$ cat config.mk
export PLATFORM = sky130hd
export DESIGN_NAME = spq_cell
export DESIGN_NICKNAME = d
export VERILOG_FILES = /design/src/spq_pkg.sv /design/src/spq_cell.sv
export SDC_FILE = /design/constraint.sdc
export NUM_CORES = 1
export LEC_CHECK = 0
export BUFFER_PORTS_ARGS = -buffer_cell sky130_fd_sc_hd__buf_2
export CAP_MARGIN = 10
export CORE_UTILIZATION = 33
export DETAILED_ROUTE_END_ITERATION = 12
export PLACE_DENSITY = 0.67
export SYNTH_ARGS = -nofsm -noshare
export SYNTH_HDL_FRONTEND = slang
export SYNTH_SLANG_ARGS = --single-unit
$ cat constraint.sdc
create_clock -name clk -period 2.72 [get_ports clk]
set_input_delay 0.136 -clock clk [delete_from_list [all_inputs] [get_ports clk]]
set_output_delay 0.136 -clock clk [all_outputs]
set_load 0.02 [all_outputs]
$ cat src/spq_pkg.sv
package spq_pkg;

  localparam int unsigned DefCapacity = 16;
  localparam int unsigned MaxResults  = 16;

  typedef enum logic [2:0] {
    KIND_INSERT  = 3'd0,
    KIND_EXTRACT = 3'd1,
    KIND_PEEK    = 3'd2,
    KIND_CHANGE  = 3'd3,
    KIND_RAISE   = 3'd4,
    KIND_LOWER   = 3'd5,
    KIND_RSVD6   = 3'd6,
    KIND_RSVD7   = 3'd7
  } kind_t;

  typedef enum logic [2:0] {
    ST_OK        = 3'd0,
    ST_EMPTY     = 3'd1,
    ST_NOT_FOUND = 3'd2,
    ST_RANGE     = 3'd3,
    ST_DIRECTION = 3'd4,
    ST_FULL      = 3'd5
  } status_t;

  typedef struct packed {
    logic [2:0]         kind;
    logic signed [31:0] value;
    logic signed [31:0] new_priority;
    logic [3:0]         position;
  } in_item_t;

  typedef struct packed {
    logic [2:0]         status;
    logic signed [31:0] out_value;
    logic signed [31:0] out_priority;
    logic [3:0]         found_position;
    logic [4:0]         count;
    logic               last;
  } out_item_t;

  typedef struct packed {
    logic               remove;
    logic               insert;
    logic signed [31:0] ins_value;
    logic signed [31:0] ins_priority;
  } cell_cmd_t;

endpackage

$ cat src/spq_cell.sv
module spq_cell (
  input  logic                       clk,
  input  logic                       rst,
  input  spq_pkg::cell_cmd_t         cmd,
  input  logic                       sel_remove,
  input  logic                       sel_place,
  input  logic                       sel_shift,
  input  logic                       left_valid,
  input  logic signed [31:0]         left_value,
  input  logic signed [31:0]         left_priority,
  input  logic                       right_valid,
  input  logic signed [31:0]         right_value,
  input  logic signed [31:0]         right_priority,
  output logic                       valid,
  output logic signed [31:0]         value,
  output logic signed [31:0]         priority_q
);
  import spq_pkg::*;

  logic               valid_next;
  logic signed [31:0] value_next;
  logic signed [31:0] priority_next;

  always_comb begin
    valid_next    = valid;
    value_next    = value;
    priority_next = priority_q;
    if (cmd.remove && sel_remove) begin
      valid_next    = right_valid;
      value_next    = right_value;
      priority_next = right_priority;
    end else if (cmd.insert && sel_place) begin
      valid_next    = 1'b1;
      value_next    = cmd.ins_value;
      priority_next = cmd.ins_priority;
    end else if (cmd.insert && sel_shift) begin
      valid_next    = left_valid;
      value_next    = left_value;
      priority_next = left_priority;
    end
  end

  always_ff @(posedge clk) begin
    if (rst) begin
      valid <= 1'b0;
    end else begin
      valid <= valid_next;
    end
    value      <= value_next;
    priority_q <= priority_next;
  end
endmodule

# Word-level counts from Yosys, hierarchy flattened
# Cells that the tools add are included.
[word_totals]
reg_bits = 65
in_bits = 201
out_inout_bits = 65
[op_classes]
n_mux = 9
reduce_logical = 4
[op_table]
columns = ["cell", "n"]
rows = [
  ["$mux W32", 6],
  ["$logic_and A1 B1 Y1", 3],
  ["$mux W1", 3],
  ["$reduce_bool A3 Y1", 1],
]

# Longest topological paths before layout
[depth]
word_depth = 4
depth_mapped = 6
mapped_depth_nobuf = 3

# Least setup slack after synthesis
# OpenSTA, ideal clock, no wires.
[synth_timing]
kind = "input to register"
startpoint = "input port sel_place"
endpoint = "register priority_q[0], enable pin"
setup_ns = 0.691
arrival_time_ns = 1.423
slack_ns = 0.606
cell_stages = 2
cell_sequence = "o21ai_0 > nand2_1"
[synth_via]
elab_chain_len = 2
[synth_lines]
columns = ["element", "line", "text"]
rows = [
  ["start: declaration", "spq_cell.sv:6", "input logic sel_place,"],
  ["$logic_and A1 B1 Y1", "spq_cell.sv:32", "end else if (cmd.insert && sel_place) begin"],
  ["$reduce_bool A3 Y1 (no line)", "--", ""],
  ["end signal: assignment", "spq_cell.sv:50", "priority_q <= priority_next;"],
  ["end: declaration", "spq_cell.sv:16", "output logic signed [31:0] priority_q"],
]
# No other way between the ends.
# A chain may end at the register's enable or synchronous reset.

# Final worst setup path
[layout_timing]
startpoint = "input port sel_place"
endpoint = "register value[3], enable pin"
[layout_via]
elab_chain_len = 2
[layout_lines]
columns = ["element", "line", "text"]
rows = [
  ["$logic_and A1 B1 Y1", "spq_cell.sv:32", ""],
  ["$reduce_bool A3 Y1 (no line)", "--", ""],
  ["end signal: assignment", "spq_cell.sv:49", "value <= value_next;"],
  ["end: declaration", "spq_cell.sv:15", "output logic signed [31:0] value,"],
]
# No other way between the ends.

==> flow_summary_export.csv <==
group,metric,value,unit
die,core,0.00986,mm2
run,cap_violations,0,
timing,worst-slew-pin-transition,0.577,ns
clocking,clk_pin_slew,0.07,ns
route,drc_errors,0,
clocking,numCtsBuffers,9,
pwr,p_leak,2.54,nW
timing,slew_headroom,61.4,%
synthesis,ys_warn_count,0,
synthesis,ys_seq_area_share,57.5,%
die,start_util,34.2,%
min_path,min_path_cells,3,
synthesis,synth_fa_ha_area_share,0,%
setup_path,path_max_fanout,25,
synthesis,synth_nets,488,
synthesis,ys_types,17,
synthesis,syn_avg_cell_area,11.8,um2
min_path,hold_path_startpoint,"right_value[31]",
cells_and_area,nFillCells,896,
pwr,peakVddDrop,0.240,mV
global_routing,grt_usage,16.5,%
synthesis,syn-cell-area,0.00338,mm2
pwr,power.density,587,mW/mm2
timing,setup_viol_count_final,0,
timing,period_needed,1.33,ns
clocking,tritoncts,"done",
synthesis,synthMuxAreaShare,19.0,%
route,avgRoutedWirePerCell,13.1,um
synthesis,synth-seq-cells,65,
clocking,hold_buffers,0,
route,ant_nets,0,
synthesis,synth_top_family_by_area,"multiplexers",
setup_path,rr_worst_depth,1,
global_routing,grt_pass1_wl,13000,um
clocking,cts-root-buf,"clkbuf_8",
clocking,cts_setup_buffers,0,
die,die_w,103,um
die,die_h,103,um
place,io_buffers,265,
outcome,status,"completed",
route,drt-total-wl,8970,um
setup_path,cp.arrival,1.38,ns
die,io-pin-count,266,
synthesis,synth-simple-area-share,8.71,%
clocking,clock_latency,0.33,ns
route,vias,3104,
synthesis,synth_top_area_cell,"edfxtp_1",
synthesis,synth_compound_area_share,10.1,%
route,drtIter0Drc,69,
timing,fmax,0.752,GHz
route,first_pass_iters,4,
cells_and_area,diodes,0,
clocking,clock_path_buffers,2,
clocking,cts.sinks,65,
global_routing,antenna_found_initial,0,
timing,fin_crit_sh,48.9,%
setup_path,reg2reg_from,"valid$_SDFFE_PP0P_",
clocking,ctsResizeCount,0,
cells_and_area,syn2layout_area_growth,48.1,%
setup_path,start_kind,"primary input",
timing,rsz0062_at_grt,"false",
synthesis,syn_inst,287,
setup_path,cp.required,2.77,ns
route,vias_per_cell,4.53,
place,gp_congestion,0.809,
cells_and_area,layout.nets,748,
timing,drv_slew,0,
global_routing,grt_pass1_vias,2834,
setup_path,crit_start,"sel_place",
setup_path,cp-end-kind,"register",
clocking,htreeDepth,3,
timing,skew,0,ns
cells_and_area,drive_gt1_share,52.0,%
synthesis,synth.top_cell.area_share,56.9,%
timing,hold_ws,0.0710,ns
place,post-dp-hpwl,7180,um
setup_path,path_class,"primary input to register",
global_routing,grt_max_degree,71,
timing,hold_viol,0,
die,die_area,0.0106,mm2
synthesis,synthXorXnorAreaFrac,0,%
timing,setup_tns,0,ns
min_path,min_path_type,"primary input to register",
die,rows,36,
global_routing,grt-ovfl-total,0,
pwr,power,2.93,mW
synthesis,synthTopCellsByArea,"edfxtp_1 57%, mux2i_1 19%, o21ai_1 8.9%",
[cell type report]
class                           instances  area (um2)  area share, %
Clock buffer                           10         128           2.55
Sequential cell                        65        1940           38.8
Tap cell                              133         166           3.33
Multi-Input combinational cell        202        1280           25.5
Timing Repair Buffer                  269        1380           27.6
Clock inverter                          6         106           2.13
[cells in the mapped netlist (all sizes together)]
| cell | count |
|---|---|
| o21ai | 65 |
| nor4b | 1 |
| nand2 | 67 |
| a21oi | 1 |
| a311o | 1 |
| dfxtp | 1 |
| buf | 15 |
| mux2i | 64 |
| edfxtp | 64 |
| and2 | 1 |
| nor3b | 1 |
| clkbuf | 5 |
| nor2 | 1 |
[cells by family after synthesis]
family | after synthesis
AO/OA/AOI/OAI | 67
AND/OR/NAND/NOR | 71
multiplexers | 64
buffers and inverters | 20
flip-flops | 65
[per-layer routing]
metal | vias up | wire [um] | global-route usage, % | part of all wire (%)
li1 | 1570 | - | - | -
met1 | 1361 | 3430 | 17.7 | 38
met2 | 150 | 4650 | 29.7 | 52
met3 | 23 | 637 | 4.14 | 7.1
met4 | 0 | 260 | 8.67 | 2.9
met5 | - | 0 | 0 | 0
[power by group]
group	switching, mW	internal (mW)
Combinational	0.405	0.276
Clock	0.356	0.604
Sequential	0.0300	1.26
Total	0.791	2.14
[path summary, 6_finish.rpt]
path / endpoint / slack, ns
max reg2reg: valid$_SDFFE_PP0P_ / 2.06
min reg2reg: valid$_SDFFE_PP0P_ / 0.49
max: value[3]$_DFFE_PP_ / 1.39
min: value[31]$_DFFE_PP_ / 0.07
[stage by stage]
step / instances / utilization [%] / instance area [um2] / worst slack (ns)
after floorplan: 287 / - / 3380 / 0.606
after global placement: 669 / 48.3 / 4770 / 1.07
after detailed placement: 669 / 48.3 / 4770 / 1.02
after CTS: 685 / 50.7 / 5000 / 1.38
after global routing: 685 / 50.7 / 5000 / 1.25
final: 685 / 50.7 / 5000 / 1.39
[placed cells by master, fill, tap and decap left out, types with 2 or more instances in the layout]
cell type | synthesis | layout
mux2i_1 | 64 | 64
nand2_1 | 66 | 65
bufinv_16 | 0 | 3
buf_2 | 5 | 265
o21ai_0 | 5 | 5
buf_4 | 0 | 2
edfxtp_1 | 64 | 64
buf_12 | 0 | 2
o21ai_1 | 60 | 60
clkbuf_8 | 0 | 9
[worst max-delay path, cell delays in order]
cell and delay (ns):
buf_2 0.12, o21ai_0 0.30, nand2_2 0.42, buf_4 0.39
[flip-flops by register name, summed over array words and instances, names as in the netlist]
| name | count |
|---|---|
| priority_q | 32 |
| valid | 1 |
| value | 32 |
Power figures use the tool's default switching activity.
